## src/http_request_completion_check_core_assert.svh

```systemverilog
// Assertion macros for the request completion checker.
// Each macro clocks on the given clock and is disabled while reset is low.
`ifndef HTTP_REQUEST_COMPLETION_CHECK_CORE_ASSERT_SVH
`define HTTP_REQUEST_COMPLETION_CHECK_CORE_ASSERT_SVH

`ifndef SYNTHESIS

// Same-cycle implication.
`define HRCC_ASSERT_IMP(lbl, clk, rst_n, ante, cons, msg) \
  lbl: assert property (@(posedge clk) disable iff (!rst_n) (ante) |-> (cons)) \
    else $error(msg);

// Next-cycle implication.
`define HRCC_ASSERT_NXT(lbl, clk, rst_n, ante, cons, msg) \
  lbl: assert property (@(posedge clk) disable iff (!rst_n) (ante) |=> (cons)) \
    else $error(msg);

`else

`define HRCC_ASSERT_IMP(lbl, clk, rst_n, ante, cons, msg)
`define HRCC_ASSERT_NXT(lbl, clk, rst_n, ante, cons, msg)

`endif

`endif

```

## src/hrcc_pkg.sv

```systemverilog
`timescale 1ns / 1ps
`default_nettype none

package hrcc_pkg;

  // Default sizes of the byte counter and the length value
  localparam int unsigned COUNT_BITS_DEF  = 16;
  localparam int unsigned LENGTH_BITS_DEF = 32;

  // Fixed field width of the header size
  localparam int unsigned HDR_BITS = 16;

  // Records held between the scanner and the verdict stage
  localparam int unsigned QUEUE_DEPTH = 2;

  // Framing found in the header window; chunked wins over length, length over boundary
  typedef enum logic [1:0] {
    FRAME_NONE     = 2'd0,
    FRAME_CHUNKED  = 2'd1,
    FRAME_LENGTH   = 2'd2,
    FRAME_BOUNDARY = 2'd3
  } frame_e;

  // Progress of the length value parser
  typedef enum logic [1:0] {
    PH_WAIT  = 2'd0,
    PH_SIGN  = 2'd1,
    PH_DIGIT = 2'd2,
    PH_DONE  = 2'd3
  } phase_e;

  typedef struct packed {
    logic [7:0]          data_byte;
    logic [HDR_BITS-1:0] header_bytes;
    logic                last_byte;
  } req_t;

  typedef struct packed {
    logic       request_done;
    logic [1:0] framing_kind;
    logic       header_ended;
  } res_t;

  // Classification of one finished request
  typedef struct packed {
    frame_e kind;
    logic   header_ended;
    logic   body_term;
    logic   colon_seen;
    logic   negative;
  } flags_t;

endpackage

`default_nettype wire

```

## src/http_request_completion_check_core.sv

```systemverilog
// HTTP request completion checker.
// Input channel: a queue-style push port. Each transfer carries one request
// byte, the header size for that request and a flag marking the final byte.
// A byte is taken on a clock edge with push high and full low; one byte can
// be taken every cycle, back to back, with no gaps between requests.
// Result channel: a queue-style pop port. Only the final byte of a request
// yields a result (done flag, framing kind, header-ended flag); it is on
// res_o while empty is low and leaves on an edge with pop high.
// A final byte's record enters the record queue on the edge that takes the
// byte and moves on into the result register once that is free or taken.
// Throughput is one byte per cycle while full is low, set by the byte scanner.
// When the receiver stalls, results collect in a two-entry record queue and
// the result register; full rises only once all three hold a result, and
// bytes of a request still in progress keep flowing until then.
// Reset clears all scan state and empties the queue; each final byte also
// clears the scan state so the next byte starts a new request.
`timescale 1ns / 1ps
`default_nettype none

`include "http_request_completion_check_core_assert.svh"

module http_request_completion_check_core import hrcc_pkg::*; #(
  parameter int unsigned COUNT_BITS  = COUNT_BITS_DEF,
  parameter int unsigned LENGTH_BITS = LENGTH_BITS_DEF
) (
  input  wire logic clk_i,
  input  wire logic rst_ni,
  input  wire logic push,
  output logic      full,
  input  wire req_t req_i,
  output logic      empty,
  input  wire logic pop,
  output res_t      res_o
);

  logic                   accept;
  logic                   rec_valid;
  flags_t                 rec_flags;
  logic [COUNT_BITS-1:0]  rec_count;
  logic [HDR_BITS-1:0]    rec_hdr;
  logic [LENGTH_BITS-1:0] rec_mag;

  assign accept = push && !full;

  // Scan bytes and classify each request
  hrcc_front #(
    .COUNT_BITS  (COUNT_BITS),
    .LENGTH_BITS (LENGTH_BITS)
  ) u_front (
    .clk_i       (clk_i),
    .rst_ni      (rst_ni),
    .accept_i    (accept),
    .req_i       (req_i),
    .rec_valid_o (rec_valid),
    .rec_flags_o (rec_flags),
    .rec_count_o (rec_count),
    .rec_hdr_o   (rec_hdr),
    .rec_mag_o   (rec_mag)
  );

  // Queue records and produce verdicts
  hrcc_back #(
    .COUNT_BITS  (COUNT_BITS),
    .LENGTH_BITS (LENGTH_BITS)
  ) u_back (
    .clk_i       (clk_i),
    .rst_ni      (rst_ni),
    .rec_valid_i (rec_valid),
    .rec_flags_i (rec_flags),
    .rec_count_i (rec_count),
    .rec_hdr_i   (rec_hdr),
    .rec_mag_i   (rec_mag),
    .full_o      (full),
    .empty_o     (empty),
    .pop_i       (pop),
    .res_o       (res_o)
  );

  // A record leaves the scanner exactly for a taken final byte
  `HRCC_ASSERT_IMP(a_rec_on_last, clk_i, rst_ni, accept, rec_valid == req_i.last_byte, "record mismatch")
  // A complete request always had its header terminated
  `HRCC_ASSERT_IMP(a_done_hdr, clk_i, rst_ni, !empty && res_o.request_done, res_o.header_ended, "done without header end")
  // A full queue implies a waiting result
  `HRCC_ASSERT_IMP(a_full_out, clk_i, rst_ni, full, !empty, "queue full while result register empty")
  // A full queue stays full until a result is taken
  `HRCC_ASSERT_NXT(a_full_hold, clk_i, rst_ni, full && !pop, full, "full dropped without a pop")

endmodule

`default_nettype wire

```

## src/hrcc_front.sv

```systemverilog
`timescale 1ns / 1ps
`default_nettype none

module hrcc_front import hrcc_pkg::*; #(
  parameter int unsigned COUNT_BITS  = COUNT_BITS_DEF,
  parameter int unsigned LENGTH_BITS = LENGTH_BITS_DEF
) (
  input  wire logic                   clk_i,
  input  wire logic                   rst_ni,
  input  wire logic                   accept_i,
  input  wire req_t                   req_i,
  output logic                        rec_valid_o,
  output flags_t                      rec_flags_o,
  output logic [COUNT_BITS-1:0]       rec_count_o,
  output logic [HDR_BITS-1:0]         rec_hdr_o,
  output logic [LENGTH_BITS-1:0]      rec_mag_o
);

  localparam int unsigned HIST_BYTES = 16;
  localparam int unsigned CMP_W = (COUNT_BITS > HDR_BITS) ? COUNT_BITS : HDR_BITS;
  localparam int unsigned PROD_W = LENGTH_BITS + 4;

  localparam logic [COUNT_BITS-1:0]  CNT_MAX   = {COUNT_BITS{1'b1}};
  localparam logic [LENGTH_BITS-1:0] MAG_LIMIT = {1'b1, {(LENGTH_BITS-1){1'b0}}};

  localparam logic [31:0]  TERM_SEQ  = 32'h0d0a_0d0a;
  localparam logic [55:0]  CHUNK_KEY = "chunked";
  localparam logic [111:0] LEN_KEY   = "Content-Length";
  localparam logic [127:0] LEN_COLON = "Content-Length: ";
  localparam logic [71:0]  BOUND_KEY = "boundary=";

  localparam logic [7:0] CH_TAB   = 8'h09;
  localparam logic [7:0] CH_LF    = 8'h0a;
  localparam logic [7:0] CH_CR    = 8'h0d;
  localparam logic [7:0] CH_SP    = 8'h20;
  localparam logic [7:0] CH_PLUS  = 8'h2b;
  localparam logic [7:0] CH_MINUS = 8'h2d;
  localparam logic [7:0] CH_ZERO  = 8'h30;
  localparam logic [7:0] CH_NINE  = 8'h39;

  logic [COUNT_BITS-1:0]    count_q, count_d;
  logic [HIST_BYTES*8-1:0]  hist_q, hist_d;
  logic                     text_end_q, text_end_d;
  logic                     hdr_end_q, hdr_end_d;
  logic [COUNT_BITS-1:0]    body_start_q, body_start_d;
  logic                     body_term_q, body_term_d;
  logic                     chunk_q, chunk_d;
  logic                     key_q, key_d;
  logic                     colon_q, colon_d;
  logic                     bound_q, bound_d;
  phase_e                   phase_q, phase_d;
  logic [LENGTH_BITS-1:0]   mag_q, mag_d;
  logic                     neg_q, neg_d;

  logic [7:0]               data_b;
  logic [HIST_BYTES*8-1:0]  win;
  logic                     in_window;
  logic                     is_digit;
  logic                     is_ws;
  logic [PROD_W-1:0]        prod;
  logic [LENGTH_BITS-1:0]   mag_add;
  logic [COUNT_BITS+1:0]    term_min;

  assign data_b    = req_i.data_byte;
  assign win       = {hist_q[HIST_BYTES*8-9:0], data_b};
  assign in_window = CMP_W'(count_q) < CMP_W'(req_i.header_bytes);
  assign is_digit  = (data_b >= CH_ZERO) && (data_b <= CH_NINE);
  assign is_ws     = (data_b == CH_SP) || ((data_b >= CH_TAB) && (data_b <= CH_CR));
  assign term_min  = {2'b00, body_start_q} + (COUNT_BITS+2)'(3);

  // Multiply by ten and add the digit, saturating at the magnitude limit
  always_comb begin
    prod    = (PROD_W'(mag_q) << 3) + (PROD_W'(mag_q) << 1) + PROD_W'(data_b[3:0]);
    mag_add = (prod > PROD_W'(MAG_LIMIT)) ? MAG_LIMIT : prod[LENGTH_BITS-1:0];
  end

  // Scan one byte and update matchers, counters and the value parser
  always_comb begin
    count_d      = count_q;
    hist_d       = hist_q;
    text_end_d   = text_end_q;
    hdr_end_d    = hdr_end_q;
    body_start_d = body_start_q;
    body_term_d  = body_term_q;
    chunk_d      = chunk_q;
    key_d        = key_q;
    colon_d      = colon_q;
    bound_d      = bound_q;
    phase_d      = phase_q;
    mag_d        = mag_q;
    neg_d        = neg_q;

    if (accept_i) begin
      if (count_q != CNT_MAX) begin
        count_d = count_q + COUNT_BITS'(1);
      end
      if (!text_end_q) begin
        if (data_b == 8'h00) begin
          text_end_d = 1'b1;
        end else begin
          hist_d = win;

          // Parse the length value text
          case (phase_q)
            PH_SIGN: begin
              if (data_b == CH_LF && hist_q[7:0] == CH_CR) begin
                phase_d = PH_DONE;
              end else if (is_ws) begin
                phase_d = PH_SIGN;
              end else if (data_b == CH_PLUS) begin
                phase_d = PH_DIGIT;
              end else if (data_b == CH_MINUS) begin
                neg_d   = 1'b1;
                phase_d = PH_DIGIT;
              end else if (is_digit) begin
                mag_d   = mag_add;
                phase_d = PH_DIGIT;
              end else begin
                phase_d = PH_DONE;
              end
            end
            PH_DIGIT: begin
              if (is_digit) begin
                mag_d = mag_add;
              end else begin
                phase_d = PH_DONE;
              end
            end
            default: begin
            end
          endcase

          // Track the first and the second blank-line terminator
          if (win[31:0] == TERM_SEQ) begin
            if (!hdr_end_q) begin
              hdr_end_d    = 1'b1;
              body_start_d = (count_q != CNT_MAX) ? count_q + COUNT_BITS'(1) : CNT_MAX;
            end else if ({2'b00, count_q} >= term_min) begin
              body_term_d = 1'b1;
            end
          end

          // Match keys that end inside the header window
          if (in_window) begin
            if (win[55:0] == CHUNK_KEY) begin
              chunk_d = 1'b1;
            end
            if (win[111:0] == LEN_KEY) begin
              key_d = 1'b1;
            end
            if (win[71:0] == BOUND_KEY) begin
              bound_d = 1'b1;
            end
            if (phase_q == PH_WAIT && win == LEN_COLON) begin
              colon_d = 1'b1;
              phase_d = PH_SIGN;
            end
          end
        end
      end
    end

    // Hand the finished request to the verdict stage
    rec_valid_o              = accept_i && req_i.last_byte;
    rec_flags_o.kind         = chunk_d ? FRAME_CHUNKED :
                               key_d   ? FRAME_LENGTH  :
                               bound_d ? FRAME_BOUNDARY : FRAME_NONE;
    rec_flags_o.header_ended = hdr_end_d;
    rec_flags_o.body_term    = body_term_d;
    rec_flags_o.colon_seen   = colon_d;
    rec_flags_o.negative     = neg_d;
    rec_count_o              = count_d;
    rec_hdr_o                = req_i.header_bytes;
    rec_mag_o                = mag_d;

    // Clear all scan state for the next request
    if (rec_valid_o) begin
      count_d      = '0;
      hist_d       = '0;
      text_end_d   = 1'b0;
      hdr_end_d    = 1'b0;
      body_start_d = '0;
      body_term_d  = 1'b0;
      chunk_d      = 1'b0;
      key_d        = 1'b0;
      colon_d      = 1'b0;
      bound_d      = 1'b0;
      phase_d      = PH_WAIT;
      mag_d        = '0;
      neg_d        = 1'b0;
    end
  end

  always_ff @(posedge clk_i or negedge rst_ni) begin
    if (!rst_ni) begin
      count_q      <= '0;
      hist_q       <= '0;
      text_end_q   <= 1'b0;
      hdr_end_q    <= 1'b0;
      body_start_q <= '0;
      body_term_q  <= 1'b0;
      chunk_q      <= 1'b0;
      key_q        <= 1'b0;
      colon_q      <= 1'b0;
      bound_q      <= 1'b0;
      phase_q      <= PH_WAIT;
      mag_q        <= '0;
      neg_q        <= 1'b0;
    end else begin
      count_q      <= count_d;
      hist_q       <= hist_d;
      text_end_q   <= text_end_d;
      hdr_end_q    <= hdr_end_d;
      body_start_q <= body_start_d;
      body_term_q  <= body_term_d;
      chunk_q      <= chunk_d;
      key_q        <= key_d;
      colon_q      <= colon_d;
      bound_q      <= bound_d;
      phase_q      <= phase_d;
      mag_q        <= mag_d;
      neg_q        <= neg_d;
    end
  end

endmodule

`default_nettype wire

```

## src/hrcc_back.sv

```systemverilog
`timescale 1ns / 1ps
`default_nettype none

module hrcc_back import hrcc_pkg::*; #(
  parameter int unsigned COUNT_BITS  = COUNT_BITS_DEF,
  parameter int unsigned LENGTH_BITS = LENGTH_BITS_DEF
) (
  input  wire logic                   clk_i,
  input  wire logic                   rst_ni,
  input  wire logic                   rec_valid_i,
  input  wire flags_t                 rec_flags_i,
  input  wire logic [COUNT_BITS-1:0]  rec_count_i,
  input  wire logic [HDR_BITS-1:0]    rec_hdr_i,
  input  wire logic [LENGTH_BITS-1:0] rec_mag_i,
  output logic                        full_o,
  output logic                        empty_o,
  input  wire logic                   pop_i,
  output res_t                        res_o
);

  localparam int unsigned PTR_W  = $clog2(QUEUE_DEPTH);
  localparam int unsigned CNT_W  = $clog2(QUEUE_DEPTH + 1);
  localparam int unsigned CW_A   = (COUNT_BITS > HDR_BITS) ? COUNT_BITS : HDR_BITS;
  localparam int unsigned CW     = (CW_A > LENGTH_BITS) ? CW_A : LENGTH_BITS;
  localparam logic [LENGTH_BITS-1:0] POS_MAX = {1'b0, {(LENGTH_BITS-1){1'b1}}};

  flags_t                  flags_q [QUEUE_DEPTH];
  logic [COUNT_BITS-1:0]   count_q [QUEUE_DEPTH];
  logic [HDR_BITS-1:0]     hdr_q   [QUEUE_DEPTH];
  logic [LENGTH_BITS-1:0]  mag_q   [QUEUE_DEPTH];

  logic [PTR_W-1:0]        wr_ptr_q, rd_ptr_q;
  logic [CNT_W-1:0]        fill_q;
  logic                    out_valid_q;
  res_t                    out_q;

  logic                    move;
  logic                    take;
  flags_t                  head_flags;
  logic [CW-1:0]           cnt_x, hdr_x, mag_x, pos_x, diff;
  logic                    ge;
  logic                    mag_zero;
  logic                    len_ok;
  logic                    done;

  assign full_o  = fill_q == CNT_W'(QUEUE_DEPTH);
  assign empty_o = !out_valid_q;
  assign res_o   = out_q;
  assign take    = pop_i && out_valid_q;
  assign move    = (fill_q != '0) && (!out_valid_q || pop_i);

  // Work out the verdict for the oldest queued request
  always_comb begin
    head_flags = flags_q[rd_ptr_q];
    cnt_x      = CW'(count_q[rd_ptr_q]);
    hdr_x      = CW'(hdr_q[rd_ptr_q]);
    mag_x      = CW'(mag_q[rd_ptr_q]);
    pos_x      = mag_q[rd_ptr_q][LENGTH_BITS-1] ? CW'(POS_MAX) : mag_x;
    mag_zero   = mag_q[rd_ptr_q] == '0;
    ge         = cnt_x >= hdr_x;
    diff       = ge ? cnt_x - hdr_x : hdr_x - cnt_x;

    // Body shorter than zero wraps to a huge length
    if (ge) begin
      len_ok = head_flags.negative ? mag_zero : (pos_x <= diff);
    end else begin
      len_ok = head_flags.negative ? (mag_zero || mag_x >= diff) : 1'b1;
    end

    if (!head_flags.header_ended) begin
      done = 1'b0;
    end else begin
      case (head_flags.kind)
        FRAME_CHUNKED:  done = head_flags.body_term;
        FRAME_BOUNDARY: done = head_flags.body_term;
        FRAME_LENGTH:   done = head_flags.colon_seen && len_ok;
        default:        done = 1'b1;
      endcase
    end
  end

  // Store incoming records
  always_ff @(posedge clk_i) begin
    if (rec_valid_i) begin
      flags_q[wr_ptr_q] <= rec_flags_i;
      count_q[wr_ptr_q] <= rec_count_i;
      hdr_q[wr_ptr_q]   <= rec_hdr_i;
      mag_q[wr_ptr_q]   <= rec_mag_i;
    end
  end

  // Load the result register when it is free or being taken
  always_ff @(posedge clk_i) begin
    if (move) begin
      out_q.request_done <= done;
      out_q.framing_kind <= head_flags.kind;
      out_q.header_ended <= head_flags.header_ended;
    end
  end

  // Advance pointers, fill level and result valid
  always_ff @(posedge clk_i or negedge rst_ni) begin
    if (!rst_ni) begin
      wr_ptr_q    <= '0;
      rd_ptr_q    <= '0;
      fill_q      <= '0;
      out_valid_q <= 1'b0;
    end else begin
      if (rec_valid_i) begin
        wr_ptr_q <= (wr_ptr_q == PTR_W'(QUEUE_DEPTH - 1)) ? '0 : wr_ptr_q + PTR_W'(1);
      end
      if (move) begin
        rd_ptr_q <= (rd_ptr_q == PTR_W'(QUEUE_DEPTH - 1)) ? '0 : rd_ptr_q + PTR_W'(1);
      end
      fill_q      <= fill_q + CNT_W'(rec_valid_i) - CNT_W'(move);
      out_valid_q <= move || (out_valid_q && !take);
    end
  end

endmodule

`default_nettype wire

```

## config.mk

```make
export PLATFORM = sky130hd
export DESIGN_NAME = http_request_completion_check_core
export DESIGN_NICKNAME = d
export VERILOG_FILES = /design/src/hrcc_pkg.sv /design/src/http_request_completion_check_core.sv /design/src/hrcc_front.sv /design/src/hrcc_back.sv
export VERILOG_INCLUDE_DIRS = /design/src /design/src/src
export SDC_FILE = /design/constraint.sdc
export NUM_CORES = 1
export LEC_CHECK = 0
export ABC_AREA = 1
export BUFFER_PORTS_ARGS = -buffer_cell sky130_fd_sc_hd__buf_2
export CAP_MARGIN = 40
export CELL_PAD_IN_SITES_DETAIL_PLACEMENT = 1
export CELL_PAD_IN_SITES_GLOBAL_PLACEMENT = 1
export CORE_MARGIN = 4
export CORE_UTILIZATION = 52
export CTS_CLUSTER_DIAMETER = 120
export DETAILED_ROUTE_END_ITERATION = 6
export PLACE_DENSITY_LB_ADDON = 0.1
export REMOVE_ABC_BUFFERS = 1
export SETUP_SLACK_MARGIN = 0.05
export SLEW_MARGIN = 20
export SYNTH_ARGS = -nofsm -noshare
export SYNTH_HDL_FRONTEND = slang
export SYNTH_SLANG_ARGS = --single-unit
```

## constraint.sdc

```tcl
create_clock -name clk_i -period 9.63 [get_ports clk_i]
set_clock_uncertainty 0.2 [all_clocks]
set_input_delay 1.4445 -clock clk_i [delete_from_list [all_inputs] [get_ports clk_i]]
set_output_delay 1.4445 -clock clk_i [all_outputs]
set_load 0.02 [all_outputs]
```

==> run metrics <==
grt met1 use=40.78%; clock insertion delay at the later pin of the skew report=580 ps; adder-cell share of the synthesized area=11.10%; Die X=218.0 µm; maximum vdd drop=0.1968 mV; cell at the root of the clock tree=clkbuf_16; worst slew pin tran=855.7 ps; multiplexer area fraction after synthesis=0.08732%; setup bufs post-CTS=0; sequential-to-total area share from yosys stat=40.58%; FP Rows=76; Final Hold Viols=0; async set or reset register ratio after synthesis=58.02%; cell family with most CP delay=simple AND/OR/NAND/NOR gates; cells after synthesis=2,979; routing usage on met3=3.637%; busiest grt layer=met2; Fmax=0.1580 GHz; worst hold slack=329.9 ps; Initial DRT Pass Iterations=5; #FFs+latches synth=343; Synth Area in Simple Gates=24.59%; Arr. time, crit path=6460 ps; Synth area leader=dfrtp_1; CTS clk-pin slew, worst paths=60 ps; Power Density=321.6 nW/µm²; initial antenna violation count=0; startpoint types=flop; post-DR vias/cell=5.753; fillers=5,447; post-synth cell types=49; most frequent cells in the layout=nand2_1 (698), inv_1 (499), nor2_1 (213); Core Footprint=43,360 µm²; routing usage on met2=53.78%; Post-synth EDFFs=144; Initial Util=52.87%; wire length per cell=20.50 µm; Rel. slew slack=42.95%; Die Area=47,510 µm²; CP bufs+invs=5; Final Setup Violations=0; CTS resizes=0; predominant post-synthesis flop cell=dfrtp_1; Synth-to-Final Area Change=9.714%; commonest non-fill, non-tap cell in the layout=nand2_1; outcome=complete, no violations; die height=218.0 µm; minimum clock period=6328 ps; Area contributors post-synth=dfrtp_1 (22%), edfxtp_1 (19%), nand2_1 (11%); Ports=35; post-synth top area share=21.72%; Final TNS setup=0 ps; ANT cells=0; Post-CTS Hold Buffers=0; Pleak=12.42 nW; CTS tree=built; number of remaining DRC errors=0; xor and xnor area share after synthesis=1.757%; Crit Path Category=reg -> reg; Crit Path Max Fanout=32; Routability Congestion=0.9029; Final Max Tran Viols=0; detailed placement HPWL=54.66 mm; Tot GR Track Use=30.92%; worst path required time=9760 ps; RSZ-0062 raised after global routing=no; TritonCTS Buffers=40; endpoint class of the critical path=flop; layout cell share with drive strength beyond 1=7.349%; Post-Route WL=73.92 mm; grt total ovfl=0; CTS Buffer Depth=3; IO Port Bufs=34; vias in the first global route=21,880; YS warnings=0; H-tree levels=2; vias=20,750; slowest stage delay, CP=570 ps; Post-DRT Antenna Nets=0; Final period util=65.71%; Mapped Avg Cell Area=7.696 µm²; largest family of logic cells by synthesized area=simple AND/OR/NAND/NOR gates; MaxCap Viol Count=0; CTS Sinks=343; Mapped Area=22,930 µm²; DRT iter0 DRCs=1,378; Hold WC Path Type=reg -> reg; first-pass GRT wire length=117.8 mm; Layout Nets=3,219; post-synthesis compound-gate area fraction=12.04%; pin count of the biggest net entering global routing=91; CP max-delay cell=clkinv_1
cells by family (layout without fill, tap and decap cells):
| family | count (synthesis) | in the layout |
|---|---|---|
| mux | 2 | 2 |
| compound gates | 490 | 490 |
| simple gates | 1301 | 1301 |
| flops | 343 | 343 |
| fa+ha+maj | 201 | 201 |
| buf+inv | 596 | 638 |
| xor+xnor | 46 | 46 |
layer usage:
layer | up-vias | wire, µm
met5 | - | 0
met4 | 0 | 2088
met3 | 129 | 2816
met2 | 469 | 36860
met1 | 10300 | 32160
li1 | 9854 | -
sequential cells by signal, summed over array words and instances, names as in the netlist, 12 cells and up:
| name | count |
|---|---|
| u_front.count_q | 16 |
| u_front.body_start_q | 16 |
| u_back.mag_q | 64 |
| u_back.hdr_q | 32 |
| u_front.hist_q | 120 |
| u_back.count_q | 32 |
| u_front.mag_q | 32 |
| u_back.flags_q | 12 |
Yosys cell counts, drive strengths merged, types with 3 or more instances:
cell	n
o21ai	184
nor3	37
o22ai	129
a211oi	7
o21a	4
dfrtp	199
nor2	221
xor2	34
a21oi	123
nand3b	8
buf	16
inv	503
xnor2	12
nor4	43
o31ai	6
fa	4
edfxtp	144
and2	3
nand3	141
o2111ai	3
ha	197
a31oi	6
nand4	55
o21bai	5
or2	88
clkbuf	75
nand2	700
a21o	9
final timing paths:
kind | startpoint | endpoint | slack (ps) | depth (start not counted)
setup / recovery | u_back.rd_ptr_q | u_back.res_o[3] | 3300 | 27
hold reg to reg | u_front.hist_q[117] | u_front.hist_q[117] | 330 | 2
min in group asynchronous | rst_ni | u_front.mag_q[19] | 520 | 1
hold / removal | u_front.hist_q[117] | u_front.hist_q[117] | 330 | 2
max in group asynchronous | rst_ni | u_front.body_start_q[14] | 6850 | 5
setup reg to reg | u_back.rd_ptr_q | u_back.res_o[3] | 3300 | 27
tightest hold or removal path, delay by kind of cell, from the launching register on:
family | cells | cell delay (ps)
AO/OA/AOI/OAI | 1 | 70
flip-flops | 1 | 350
AND/OR/NAND/NOR | 1 | 70
layout make-up:
cell class                 instances  area [µm²]  share of cell area [%]
clock buffer                      57        1125                   4.472
clock inverter                    17       222.7                  0.8854
inverter                         505        1897                   7.541
multi-input combinational       2040       11410                   45.34
sequential                       343        9305                   36.99
tap                              585       732.0                   2.910
timing repair buffer              59       466.7                   1.855
power breakdown:
part / internal, W / switching, W
clock network: 0.000906 / 0.000658
registers: 0.00177 / 0.000127
logic: 0.00159 / 0.00304
per-stage QoR:
stage                     util (%)  cells  area (µm²)  setup WS [ps]  total power (W)
final                        58.01   3606       25150           3302         0.008088
after detailed placement     54.71   3528       23720           2887         0.006447
after global placement       54.53   3524       23640           2909         0.006095
after global routing         58.01   3606       25150           2674         0.008777
after floorplan                  -   2888       22560           1082         0.004965
after CTS                    57.81   3602       25070           2878         0.008073
Power figures use the tool's default switching activity.
